### config.mk
export PLATFORM = sky130hd
export DESIGN_NAME = tlv_record_stream_parser_flat
export DESIGN_NICKNAME = d
export VERILOG_FILES = /design/src/hdl/tlvp_pkg.sv /design/src/hdl/tlvp_stream_if.sv /design/src/hdl/tlv_record_stream_parser.sv /design/src/hdl/tlvp_parse_core.sv /design/src/flat_wrapper.sv
export SDC_FILE = /design/constraint.sdc
export NUM_CORES = 1
export LEC_CHECK = 0
export BUFFER_PORTS_ARGS = -buffer_cell sky130_fd_sc_hd__buf_2
export CORE_UTILIZATION = 47
export CTS_BUF_LIST = sky130_fd_sc_hd__clkbuf_8
export DETAILED_ROUTE_END_ITERATION = 12
export PLACE_DENSITY_LB_ADDON = 0.2
export SLEW_MARGIN = 20
export SYNTH_ARGS = -nofsm -noshare
export SYNTH_HDL_FRONTEND = slang
export SYNTH_SLANG_ARGS = --single-unit
### constraint.sdc
create_clock -name clk -period 3.85 [get_ports clk]
set_input_delay 0.385 -clock clk [delete_from_list [all_inputs] [get_ports clk]]
set_output_delay 0.385 -clock clk [all_outputs]
set_load 0.05 [all_outputs]
### src/hdl/tlvp_pkg.sv
`timescale 1ns / 1ps

package tlvp_pkg;

	localparam logic [7:0] TAG_EXT  = 8'hBF;
	localparam logic [7:0] LEN_ONE  = 8'h81;
	localparam logic [7:0] LEN_TWO  = 8'h82;
	localparam logic [7:0] PAD_BYTE = 8'hFF;
	localparam logic [7:0] SHORT_LIMIT = 8'h80;

	localparam logic [1:0] KIND_HEADER  = 2'd0;
	localparam logic [1:0] KIND_CONTENT = 2'd1;
	localparam logic [1:0] KIND_ERROR   = 2'd2;

	typedef struct packed {
		logic [1:0]  kind;
		logic [15:0] record_tag;
		logic [15:0] record_length;
		logic [7:0]  content_byte;
		logic        last_of_record;
	} result_t;

	// Step outcome from the parse core to the top level
	typedef struct packed {
		logic    has_result;
		result_t result;
	} step_t;

endpackage

### src/hdl/tlvp_stream_if.sv
`timescale 1ns / 1ps

interface tlvp_byte_if;
	logic       valid;
	logic       ready;
	logic [7:0] data_byte;

	modport source (output valid, output data_byte, input ready);
	modport sink   (input valid, input data_byte, output ready);
endinterface

interface tlvp_result_if;
	logic        valid;
	logic        ready;
	logic [1:0]  kind;
	logic [15:0] record_tag;
	logic [15:0] record_length;
	logic [7:0]  content_byte;
	logic        last_of_record;

	modport source (output valid, output kind, output record_tag, output record_length,
		output content_byte, output last_of_record, input ready);
	modport sink   (input valid, input kind, input record_tag, input record_length,
		input content_byte, input last_of_record, output ready);
endinterface

### src/hdl/tlv_record_stream_parser.sv
`timescale 1ns / 1ps

// Splits a byte stream into tag-length-value records: one- or two-byte tags
// (0xBF lead), short, 0x81 or 0x82 lengths, then the content bytes, with 0xFF
// padding dropped between records. Takes one byte per clock at full rate;
// each request goes through an input register, the parse core updates its
// state from that byte, and any result lands in the output register. Tag,
// length and padding bytes produce no result; the header result comes with
// the last length byte. A result is written to the output register when its
// byte leaves the input register, and the input keeps taking bytes while a
// result waits, stalling only when the output register is full, not being
// drained, and the held byte would produce another result.
module tlv_record_stream_parser (
	input  logic           clk,
	input  logic           arst_n,
	tlvp_byte_if.sink      byte_in,
	tlvp_result_if.source  result_out
);
	import tlvp_pkg::*;

	logic       valid_s1;
	logic [7:0] byte_s1;
	logic       s1_fire;
	step_t      step;

	logic       out_valid_q;
	result_t    out_q;

	// Advance the held byte unless its result would overwrite a pending one
	assign s1_fire = valid_s1 && (!step.has_result || !out_valid_q || result_out.ready);
	assign byte_in.ready = !valid_s1 || s1_fire;

	tlvp_parse_core u_core (
		.clk       (clk),
		.arst_n    (arst_n),
		.data_byte (byte_s1),
		.fire      (s1_fire),
		.step      (step)
	);

	always_ff @(posedge clk or negedge arst_n) begin
		if (!arst_n) begin
			valid_s1 <= 1'b0;
		end else if (byte_in.ready) begin
			valid_s1 <= byte_in.valid;
		end
	end

	always_ff @(posedge clk) begin
		if (byte_in.ready && byte_in.valid) begin
			byte_s1 <= byte_in.data_byte;
		end
	end

	always_ff @(posedge clk or negedge arst_n) begin
		if (!arst_n) begin
			out_valid_q <= 1'b0;
		end else if (s1_fire && step.has_result) begin
			out_valid_q <= 1'b1;
		end else if (result_out.ready) begin
			out_valid_q <= 1'b0;
		end
	end

	always_ff @(posedge clk) begin
		if (s1_fire && step.has_result) begin
			out_q <= step.result;
		end
	end

	assign result_out.valid          = out_valid_q;
	assign result_out.kind           = out_q.kind;
	assign result_out.record_tag     = out_q.record_tag;
	assign result_out.record_length  = out_q.record_length;
	assign result_out.content_byte   = out_q.content_byte;
	assign result_out.last_of_record = out_q.last_of_record;

endmodule

### src/hdl/tlvp_parse_core.sv
`timescale 1ns / 1ps

module tlvp_parse_core (
	input  logic          clk,
	input  logic          arst_n,
	input  logic [7:0]    data_byte,
	input  logic          fire,
	output tlvp_pkg::step_t step
);
	import tlvp_pkg::*;

	localparam logic [2:0] PH_TAG1  = 3'd0;
	localparam logic [2:0] PH_TAG2  = 3'd1;
	localparam logic [2:0] PH_LEAD  = 3'd2;
	localparam logic [2:0] PH_LEN1B = 3'd3;
	localparam logic [2:0] PH_LENHI = 3'd4;
	localparam logic [2:0] PH_LENLO = 3'd5;
	localparam logic [2:0] PH_DATA  = 3'd6;

	logic [2:0]  phase_q, phase_d;
	logic [15:0] tag_q, tag_d;
	logic [15:0] length_q, length_d;
	logic [15:0] remaining_q, remaining_d;
	logic        after_q, after_d;
	logic        header_now;

	always_comb begin
		phase_d     = phase_q;
		tag_d       = tag_q;
		length_d    = length_q;
		remaining_d = remaining_q;
		after_d     = after_q;
		header_now  = 1'b0;
		step        = '0;

		unique case (phase_q)
			PH_TAG2: begin
				tag_d   = {TAG_EXT, data_byte};
				phase_d = PH_LEAD;
			end
			PH_LEAD: begin
				if (data_byte == LEN_ONE) begin
					phase_d = PH_LEN1B;
				end else if (data_byte == LEN_TWO) begin
					phase_d = PH_LENHI;
				end else if (data_byte < SHORT_LIMIT) begin
					length_d   = {8'h00, data_byte};
					header_now = 1'b1;
				end else begin
					length_d = '0;
					phase_d  = PH_TAG1;
					after_d  = 1'b0;
					step.has_result            = 1'b1;
					step.result.kind           = KIND_ERROR;
					step.result.last_of_record = 1'b1;
				end
			end
			PH_LEN1B: begin
				length_d   = {8'h00, data_byte};
				header_now = 1'b1;
			end
			PH_LENHI: begin
				length_d = {data_byte, 8'h00};
				phase_d  = PH_LENLO;
			end
			PH_LENLO: begin
				length_d   = {length_q[15:8], data_byte};
				header_now = 1'b1;
			end
			PH_DATA: begin
				step.has_result          = 1'b1;
				step.result.kind         = KIND_CONTENT;
				step.result.content_byte = data_byte;
				if (remaining_q <= 16'd1) begin
					step.result.last_of_record = 1'b1;
					remaining_d = '0;
					phase_d     = PH_TAG1;
					after_d     = 1'b1;
				end else begin
					remaining_d = remaining_q - 16'd1;
				end
			end
			default: begin
				// Drop padding only right after a finished record
				if (!(after_q && data_byte == PAD_BYTE)) begin
					after_d = 1'b0;
					if (data_byte == TAG_EXT) begin
						tag_d   = {TAG_EXT, 8'h00};
						phase_d = PH_TAG2;
					end else begin
						tag_d   = {8'h00, data_byte};
						phase_d = PH_LEAD;
					end
				end
			end
		endcase

		if (header_now) begin
			step.has_result  = 1'b1;
			step.result.kind = KIND_HEADER;
			if (length_d == 16'd0) begin
				step.result.last_of_record = 1'b1;
				phase_d = PH_TAG1;
				after_d = 1'b1;
			end else begin
				remaining_d = length_d;
				phase_d     = PH_DATA;
			end
		end

		step.result.record_tag    = tag_d;
		step.result.record_length = length_d;
	end

	always_ff @(posedge clk or negedge arst_n) begin
		if (!arst_n) begin
			phase_q     <= PH_TAG1;
			tag_q       <= '0;
			length_q    <= '0;
			remaining_q <= '0;
			after_q     <= 1'b0;
		end else if (fire) begin
			phase_q     <= phase_d;
			tag_q       <= tag_d;
			length_q    <= length_d;
			remaining_q <= remaining_d;
			after_q     <= after_d;
		end
	end

	a_error_ends: assert property (@(posedge clk) disable iff (!arst_n)
		(fire && step.has_result && step.result.kind == KIND_ERROR)
		|=> (phase_q == PH_TAG1 && !after_q))
		else $error("error result did not return to tag phase");

	a_empty_header: assert property (@(posedge clk) disable iff (!arst_n)
		(step.has_result && step.result.kind == KIND_HEADER)
		|-> (step.result.last_of_record == (step.result.record_length == 16'd0)))
		else $error("header last flag disagrees with length");

	a_data_count: assert property (@(posedge clk) disable iff (!arst_n)
		(phase_q == PH_DATA) |-> (remaining_q != 16'd0))
		else $error("content phase with nothing remaining");

	a_last_leaves: assert property (@(posedge clk) disable iff (!arst_n)
		(fire && step.has_result && step.result.last_of_record)
		|=> (phase_q == PH_TAG1))
		else $error("record end did not return to tag phase");

endmodule

### src/flat_wrapper.sv
// flat-port wrapper written by rule: the top's interface ports become plain ports
module tlv_record_stream_parser_flat import tlvp_pkg::*;
  (clk, arst_n, byte_in_valid, byte_in_data_byte, byte_in_ready, result_out_valid, result_out_kind, result_out_record_tag, result_out_record_length, result_out_content_byte, result_out_last_of_record, result_out_ready);
  tlvp_byte_if byte_in_i ();
  tlvp_result_if result_out_i ();
  input  logic clk;
  input  logic arst_n;
  input wire logic [$bits(byte_in_i.valid)-1:0] byte_in_valid;
  input wire logic [$bits(byte_in_i.data_byte)-1:0] byte_in_data_byte;
  output wire logic [$bits(byte_in_i.ready)-1:0] byte_in_ready;
  output wire logic [$bits(result_out_i.valid)-1:0] result_out_valid;
  output wire logic [$bits(result_out_i.kind)-1:0] result_out_kind;
  output wire logic [$bits(result_out_i.record_tag)-1:0] result_out_record_tag;
  output wire logic [$bits(result_out_i.record_length)-1:0] result_out_record_length;
  output wire logic [$bits(result_out_i.content_byte)-1:0] result_out_content_byte;
  output wire logic [$bits(result_out_i.last_of_record)-1:0] result_out_last_of_record;
  input wire logic [$bits(result_out_i.ready)-1:0] result_out_ready;
  assign byte_in_i.valid = byte_in_valid;
  assign byte_in_i.data_byte = byte_in_data_byte;
  assign byte_in_ready = byte_in_i.ready;
  assign result_out_valid = result_out_i.valid;
  assign result_out_kind = result_out_i.kind;
  assign result_out_record_tag = result_out_i.record_tag;
  assign result_out_record_length = result_out_i.record_length;
  assign result_out_content_byte = result_out_i.content_byte;
  assign result_out_last_of_record = result_out_i.last_of_record;
  assign result_out_i.ready = result_out_ready;
  tlv_record_stream_parser u_core (.clk(clk), .arst_n(arst_n), .byte_in(byte_in_i), .result_out(result_out_i));
endmodule
# Word-level counts from Yosys, hierarchy flattened
# Cells that the tools add are included.
dict set report classes {
  n_lt_le_gt_ge 2
  n_addsub 1
  n_eq_ne 14
  n_reduce_logical 16
  muxes 46
}
# op n
set op_table {}
lappend op_table {{16-bit two-way mux} 8}
lappend op_table {{16-bit one-hot mux with 4 select lines} 1}
lappend op_table {{3-bit two-way mux} 11}
lappend op_table {{8-bit equality test, second input constant} 4}
lappend op_table {{16-bit one-hot mux with 2 select lines} 1}
lappend op_table {{1-bit two-way mux} 18}
lappend op_table {{16-bit by 1-bit less-or-equal comparator with 1-bit output, second input constant} 1}
lappend op_table {{16-bit zero test} 1}
lappend op_table {{16-bit by 1-bit subtractor with 16-bit output, second input constant} 1}
lappend op_table {{3-bit one-hot mux with 5 select lines} 1}
lappend op_table {{3-bit equality test, second input constant} 3}
lappend op_table {{8-bit less-than comparator, second input constant} 1}
lappend op_table {{8-bit two-way mux} 1}
lappend op_table {{3-bit by 2-bit equality test with 1-bit output, second input constant} 2}
lappend op_table {{6-bit by 2-bit != test with 1-bit output, second input constant} 1}
lappend op_table {{3-bit one-hot mux with 2 select lines} 1}
lappend op_table {{5-bit != test, second input constant} 1}
lappend op_table {{5-bit AND reduction} 1}
lappend op_table {{5-bit OR reduction} 1}
lappend op_table {{1-bit logical AND} 4}
lappend op_table {{1-bit one-hot mux with 2 select lines} 2}
lappend op_table {{4-bit OR reduction} 1}
lappend op_table {{3-bit by 1-bit equality test with 1-bit output, second input constant} 1}
lappend op_table {{1-bit zero test} 3}
lappend op_table {{7 further kinds} 9}
dict set report totals {
  elab_cells 92
  ff_bits 105
  output_inout_bits 45
  input_bits 12
}

# Depth between registers and ports, before layout
# Gate-level depths: netlist of the first run.
dict set report logic_depth {
  word_depth 12
  ltp_mapped 11
}

# Hierarchy
# A second synthesis of the first run with hierarchy kept.
dict set report unflattened {
  hier_cells 443
  area_unflattened_um2 5004.8
}
# mod area_per_inst_um2 instances cells_each seq_area_each_um2
set by_module_without_submodules {}
lappend by_module_without_submodules {tlvp_parse_core 3367.0 1 382 1301.2}
lappend by_module_without_submodules {tlv_record_stream_parser 1637.8 1 61 1581.5}

# Least setup slack after synthesis of the first run
# Ideal clock, no wire load.
dict set report synth_path {
  kind {register to register}
  from {register u_core.byte_s1[6]}
  to {register u_core.out_q (netlist bit u_core.result_out.content_byte[0]) (enable)}
  setup_ns 0.444
  stages_incl_launch_ff 8
  n_path_buf 2
  setup_slack_ns -0.365
  t_arrival_ns 3.772
  path_cell_list {edfxtp_1 > buf_6 > nor4_4 > or4b_4 > a22oi_4 > o21ai_2 > clkbuf_1 > nor2_1}
}
dict set report synth_via {
  elab_chain_len 11
  word_cells_on_any_way 17
}
# element line
set synth_lines {}
lappend synth_lines {{start: declaration} tlv_record_stream_parser.sv:22} ;# logic [7:0] byte_s1;
lappend synth_lines {{start signal: assignment} tlv_record_stream_parser.sv:51} ;# byte_s1 <= byte_in.data_byte;
lappend synth_lines {{8-bit less-than comparator} tlvp_parse_core.sv:46} ;# end else if (data_byte < SHORT_LIMIT) begin
lappend synth_lines {{3-bit two-way mux or 1-bit two-way mux (tied branches)} tlvp_parse_core.sv:46}
lappend synth_lines {{3-bit two-way mux or 1-bit two-way mux (tied branches)} tlvp_parse_core.sv:44} ;# end else if (data_byte == LEN_TWO) begin
lappend synth_lines {{3-bit two-way mux or 1-bit two-way mux (tied branches)} tlvp_parse_core.sv:42} ;# if (data_byte == LEN_ONE) begin
lappend synth_lines {{3-bit one-hot mux with 2 select lines or 1-bit one-hot mux with 2 select lines (tied branches)} tlvp_parse_core.sv:36} ;# unique case (phase_q)
lappend synth_lines {{3-bit two-way mux (*)} tlvp_parse_core.sv:98} ;# if (header_now) begin
lappend synth_lines {{1-bit zero test} tlv_record_stream_parser.sv:30} ;# assign s1_fire = valid_s1 && (!step.has_result || !out_valid_q || result_out.ready);
lappend synth_lines {{1-bit logical OR (2 in series)} tlv_record_stream_parser.sv:30}
lappend synth_lines {{1-bit logical AND} tlv_record_stream_parser.sv:30}
lappend synth_lines {{1-bit logical AND (*)} tlv_record_stream_parser.sv:66} ;# if (s1_fire && step.has_result) begin
lappend synth_lines {{end signal: assignment} tlv_record_stream_parser.sv:67} ;# out_q <= step.result;
lappend synth_lines {{end: declaration} tlv_record_stream_parser.sv:27} ;# result_t out_q;
# Every way passes the cells marked *; elsewhere a longest branch is shown, timed or not.
# A chain may end at the register's enable or synchronous reset.

# Worst setup path after layout of the first run
dict set report layout_path {
  from {register u_core.byte_s1[6]}
  to {register u_core.out_q (netlist bit u_core.result_out.record_length[12]) (enable)}
}
# Same word-level chain as after synthesis.

==> results of run 1 <==
synth_stat cells, types with 4 or more instances:
cell type / instances / area [µm²]
edfxtp_1: 51 / 1531
a22oi_1: 7 / 52.55
nand2_1: 85 / 319.1
a21oi_1: 16 / 80.08
o21ai_0: 18 / 90.09
buf_6: 4 / 45.04
nor2_1: 29 / 108.9
and3_1: 6 / 37.54
inv_1: 8 / 30.03
buf_2: 6 / 30.03
o2bb2ai_1: 7 / 61.31
a22o_1: 26 / 227.7
nand2b_1: 11 / 68.82
and2_1: 14 / 87.58
nand3_1: 5 / 25.02
clkbuf_1: 17 / 63.81
o21ai_2: 7 / 61.31
nor3_1: 14 / 70.07
a21o_1: 4 / 30.03
dfrtp_1: 54 / 1351
placed cells by master (no fill, tap or decap), types with 8 or more instances in the layout:
master | netlist | routed
nand2_1 | 85 | 85
buf_2 | 6 | 56
dfrtp_1 | 54 | 54
edfxtp_1 | 51 | 51
nor2_1 | 29 | 28
a22o_1 | 26 | 26
o21ai_0 | 18 | 18
a21oi_1 | 16 | 16
nor3_1 | 14 | 14
and2_1 | 14 | 14
nand2b_1 | 11 | 11
buf_4 | 3 | 11
clkbuf_8 | 0 | 9
inv_1 | 8 | 8
through the flow:
| stage | setup WS, ns | instances | hold slack [ns] | cell area [µm²] | total power [µW] |
|---|---|---|---|---|---|
| 3_3_place_gp | 0.7646 | 635 | 0.4608 | 5431 | 4430 |
| 4_1_cts | 0.6145 | 651 | 0.1673 | 5633 | 5166 |
| 6_report | 0.6040 | 651 | 0.1362 | 5633 | 5156 |
| 2_1_floorplan | 0.3359 | 462 | 0.08941 | 5055 | 3916 |
| 5_1_grt | 0.4401 | 651 | 0.1603 | 5633 | 5463 |
| 3_5_place_dp | 0.6442 | 635 | 0.4635 | 5431 | 4474 |
sequential cells by signal, summed over array words and instances, names as in the netlist:
signal / count
u_core.byte_s1: 8
u_core.result_out.content_byte: 8
u_core.result_out.kind: 2
u_core.result_out.last_of_record: 1
u_core.result_out.record_length: 16
u_core.result_out.record_tag: 16
u_core.result_out.valid: 1
u_core.u_core.after_q: 1
u_core.u_core.length_q: 16
u_core.u_core.phase_q: 3
u_core.u_core.remaining_q: 16
u_core.u_core.tag_q: 16
u_core.valid_s1: 1
area by class of cell:
type / count / area (µm²) / area share, %
inverter: 8 / 30.03 / 0.5331
sequential: 105 / 2883 / 51.18
multi-input combinational: 319 / 1986 / 35.25
clock inverter: 7 / 77.57 / 1.377
tap: 136 / 170.2 / 3.021
clock buffer: 9 / 123.9 / 2.199
timing repair buffer: 67 / 362.8 / 6.442
worst max path at each step:
| stage | from | endpoint | slack [ns] | cells after the start |
|---|---|---|---|---|
| floorplan | u_core.byte_s1[6] | u_core.result_out.content_byte[0] | 0.34 | 7 |
| global placement | u_core.byte_s1[6] | u_core.result_out.record_length[12] | 0.76 | 6 |
| detailed placement | u_core.byte_s1[6] | u_core.result_out.record_length[12] | 0.64 | 6 |
| CTS | u_core.byte_s1[6] | u_core.result_out.record_length[7] | 0.61 | 6 |
| global route | u_core.byte_s1[6] | u_core.result_out.record_length[13] | 0.44 | 6 |
| finish | u_core.byte_s1[6] | u_core.result_out.record_length[12] | 0.60 | 6 |
metal layers:
layer / up-vias / part of all wire, % / wire (µm)
li1: 1777 / - / -
met1: 1821 / 48 / 5631
met2: 112 / 45 / 5301
met3: 10 / 6.0 / 702
met4: 0 / 1.1 / 132
met5: - / 0 / 0
logic make-up after synthesis:
logic type | count (synthesis) | share of synthesized area (%)
buffers and inverters | 38 | 3.789
XOR/XNOR | 2 | 0.3468
flip-flops | 105 | 57.06
AND/OR/NAND/NOR | 188 | 17.88
multiplexers | 6 | 1.312
AO/OA/AOI/OAI | 121 | 19.12
adder cells (fa/ha/maj) | 2 | 0.4952
report_power, final:
part / switching [µW] / internal (µW) / total (µW)
clock: 392 / 308 / 700
combinational: 1720 / 749 / 2470
sequential: 286 / 1700 / 1990
==> impl_metrics.json, run 1 <==
{
  "outcome": "complete, no violations",
  "final_util_pct": 54.32,
  "antenna_found_initial": 0,
  "cts-root-buf": "clkbuf_8",
  "place.gp.congestion": 0.8798,
  "grt_util_all_layers_pct": 22.48,
  "critical_path_required_ns": 3.87,
  "ant_nets": 0,
  "placeableCoreArea_um2": 10370,
  "yosys_register_bits": 105,
  "worstSetupStartpointType": "flop",
  "synth_cells": 462,
  "yosys_warnings": 0,
  "r2r_cells": 6,
  "ys_seq_area_share_pct": 57.06,
  "cts.path.max_buffers": 2,
  "viasPerCell": 5.714,
  "num_rows": 37,
  "grt_pass1_vias": 3457,
  "drtPass1Iterations": 5,
  "critPathKind": "reg -> reg",
  "synth_edf_count": 51,
  "n_fill_cell": 941,
  "detailed_place_hpwl_mm": 8.193,
  "drive_above_1_share_pct": 20.58,
  "ir_drop_mv": 0.3974,
  "cts_made_buffers": 9,
  "grt_pass1_wl_mm": 19.09,
  "grt_util_met2_pct": 32.49,
  "leakage_uw": 0.002424,
  "port_buffers": 56,
  "postCtsSetupBuffers": 0,
  "via_count": 3720,
  "fmax_mhz": 308.1,
  "reg2reg_from": "u_core.byte_s1[6]",
  "final_net_count": 524,
  "numClockSinks": 105,
  "rsz0062_at_grt": "false",
  "drcViolationCount": 0,
  "maxCapViolCount": 0,
  "routedWlPerCell_um": 18.07,
  "yosysUniqueCellTypes": 61,
  "tightest_slew_ns": 1.030,
  "ys.flop_type": "dfrtp_1",
  "cts.hold.buffers_added": 0,
  "endpoint_kind": "flop",
  "die_y_um": 105.7,
  "syn_area_um2": 5052,
  "h-tree-depth": 3,
  "crit_fanout": 43,
  "grt_util_met3_pct": 3.958,
  "hold_class": "in -> async",
  "hold_viol": 0,
  "syn_avg_cell_area_um2": 10.94,
  "die_x_um": 105.7,
  "crit_path_top_delay_cell": "edfxtp_1",
  "synth_nets": 476,
  "post-route-min-period_ns": 3.246,
  "cellPowerDensity_nw_per_um2": 915.4,
  "clkTransAtPathRegs_ns": 0.11,
  "pin_count": 57,
  "cts_resized": 0,
  "grt_busiest_layer": "met1",
  "finalWirelength_mm": 11.77,
  "diodes": 0,
  "r2r_setup_slack_ns": 0.60,
  "cp.arrival_ns": 3.26,
  "synth-async-reset-ratio_pct": 51.43,
  "cp_slowest_stage_delay_ns": 0.64,
  "area_delta_synth_final_pct": 11.49,
  "critPathBufInv": 1,
  "grt-ovfl-total": 0,
  "cts_tree": "yes",
  "initial_core_util_pct": 48.72,
  "grt_start_max_net_pins": 55,
  "slew_violations": 0,
  "cp_cell_sequence": "nor4_4, or4b_4, a22oi_4, o21ai_2, nor2_4, buf_4",
  "final-setup-viol-count": 0,
  "clock_skew_ns": 0.01536,
  "period_share_pct": 84.31,
  "gr-usage-met1_pct": 34.34,
  "r2r_end": "u_core.result_out.record_length[12]",
  "slew_headroom_pct": 30.74,
  "cp_top_family": "simple AND/OR/NAND/NOR gates",
  "drt_iter0_drc": 302,
  "die-area_um2": 11170,
  "setup_tns_ns": 0,
  "worstSkewPairLatency_ns": 0.38
}
(Power assumes the default switching activity.)
==> run 2, diff against run 1 <==
==> constraint.sdc (replaced) <==
create_clock -name clk -period 3.07 [get_ports clk]
set_input_delay 0.307 -clock clk [delete_from_list [all_inputs] [get_ports clk]]
set_output_delay 0.307 -clock clk [all_outputs]
set_load 0.05 [all_outputs]
==> run 2 against run 1 <==
Non-clock buffer count up 11. Sequential power up 24%. Register-to-register slack worse by 0.36 ns.
==> impl_metrics.json, run 2 (same netlist as run 1, synthesis figures left out) <==
{
  "die_y_um": 105.7,
  "diodes": 0,
  "grt_start_max_net_pins": 44,
  "tightest_slew_ns": 1.065,
  "die-area_um2": 11170,
  "final_net_count": 535,
  "hold_viol": 0,
  "h-tree-depth": 3,
  "cts_resized": 0,
  "grt_pass1_vias": 3662,
  "final-setup-viol-count": 0,
  "cellPowerDensity_nw_per_um2": 1146,
  "port_buffers": 56,
  "outcome": "complete, no violations",
  "cts_made_buffers": 9,
  "num_rows": 37,
  "cp_cell_sequence": "nor4_4, or4b_4, a22oi_4, nor2_1, nand2_1, buf_2",
  "grt_util_all_layers_pct": 23.31,
  "ant_nets": 0,
  "cts-root-buf": "clkbuf_8",
  "detailed_place_hpwl_mm": 8.719,
  "drtPass1Iterations": 5,
  "setup_tns_ns": 0,
  "drt_iter0_drc": 265,
  "place.gp.congestion": 0.9061,
  "pin_count": 57,
  "place_inst": 645,
  "cp.arrival_ns": 2.58,
  "layout_commonest_cell": "nand2_1",
  "grt_pass1_wl_mm": 19.69,
  "period_share_pct": 94.09,
  "crit_path_top_delay_cell": "or4b_4",
  "clock_skew_ns": 0.009251,
  "slew_headroom_pct": 28.39,
  "via_count": 3851,
  "worstSkewPairLatency_ns": 0.37,
  "initial_core_util_pct": 48.72,
  "worstSetupStartpointType": "flop",
  "numClockSinks": 105,
  "drive_above_1_share_pct": 22.05,
  "placeableCoreArea_um2": 10370,
  "slew_violations": 0,
  "antenna_found_initial": 0,
  "viasPerCell": 5.817,
  "endpoint_kind": "output port",
  "die_x_um": 105.7,
  "crit_fanout": 7,
  "ir_drop_mv": 0.5041,
  "rsz0062_at_grt": "false",
  "cts.path.max_buffers": 2,
  "leakage_uw": 0.002484,
  "drcViolationCount": 0,
  "critPathKind": "reg -> out",
  "fin_cells": 662,
  "routedWlPerCell_um": 18.36,
  "maxCapViolCount": 0,
  "cp_slowest_stage_delay_ns": 0.56,
  "final_util_pct": 55.37,
  "critical_path_required_ns": 2.76,
  "cts_tree": "yes",
  "clkTransAtPathRegs_ns": 0.10,
  "layout_common_cells": "nand2_1 (85), buf_2 (56), dfrtp_1 (54)",
  "hold_class": "in -> reg",
  "grt-ovfl-total": 0,
  "fmax_mhz": 346.2,
  "finalWirelength_mm": 12.16,
  "post-route-min-period_ns": 2.889,
  "area_delta_synth_final_pct": 13.65
}
-- run 2: changes by cell type in the layout (fill, tap and decap cells not counted), sizes merged --
cell / change
inv: +2
buf: +10
dlygate4sd3: +1
clkinv: -2
-- run 2: where the power goes --
| part | leakage, µW | switching (µW) | total [µW] | internal (µW) |
|---|---|---|---|---|
| sequential | 0.00118 | 332 | 2460 | 2130 |
| clock | 0.000102 | 484 | 869 | 385 |
| combinational | 0.00120 | 2220 | 3250 | 1030 |
-- run 2: area by class of cell --
cell class                      count  area (µm²)
Sequential cell                   105        2883
Fill cell                         920        4628
Tap cell                          136       170.2
Timing Repair Buffer               78       473.0
Inverter                            8       30.03
Multi-Input combinational cell    319        1986
Clock buffer                        9       123.9
Clock inverter                      7       76.32
-- run 2: critical path, delay by kind of cell, from the launching register on --
kind,cells,cell delay (ns)
buffers and inverters,1,0.28
AND/OR/NAND/NOR,4,1.10
AO/OA/AOI/OAI,1,0.31
flip-flops,1,0.53
-- run 2: repair_timing --
item                                   4_1_cts  5_1_grt
endpoints found under the hold margin       27        0
hold buffers                                 1        0
setup buffers                                0        0
-- run 2: path summary, 6_finish.rpt --
path | cells after the start | startpoint | slack, ns | to
max in group asynchronous | 3 | arst_n | 1.74 | u_core.u_core.tag_q[12]
min reg2reg | 1 | u_core.u_core.tag_q[14] | 0.49 | u_core.u_core.tag_q[14]
max reg2reg | 7 | u_core.byte_s1[5] | 0.24 | u_core.u_core.length_q[3]
min | 1 | byte_in_data_byte[1] | 0.11 | u_core.byte_s1[1]
max | 6 | u_core.byte_s1[5] | 0.18 | byte_in_ready
min in group asynchronous | 2 | arst_n | 0.50 | u_core.u_core.length_q[14]
-- run 2: metrics by stage --
stage	area, µm²	setup slack (ns)	total power, µW	hold WS [ns]
floorplan	5061	0.01216	4914	0.01141
global placement	5532	0.3508	5659	0.3835
detailed placement	5532	0.2716	5723	0.3897
CTS	5742	0.1540	6601	0.09593
global route	5742	0.03726	6964	0.09274
finish	5742	0.1815	6578	0.1118
-- run 2: routing by layer --
metal | routed length [µm] | GRT usage (%)
met3 | 696 | 5.318
met2 | 5557 | 34.92
met1 | 5551 | 32.54
met4 | 350 | 9.921
met5 | 0 | 0
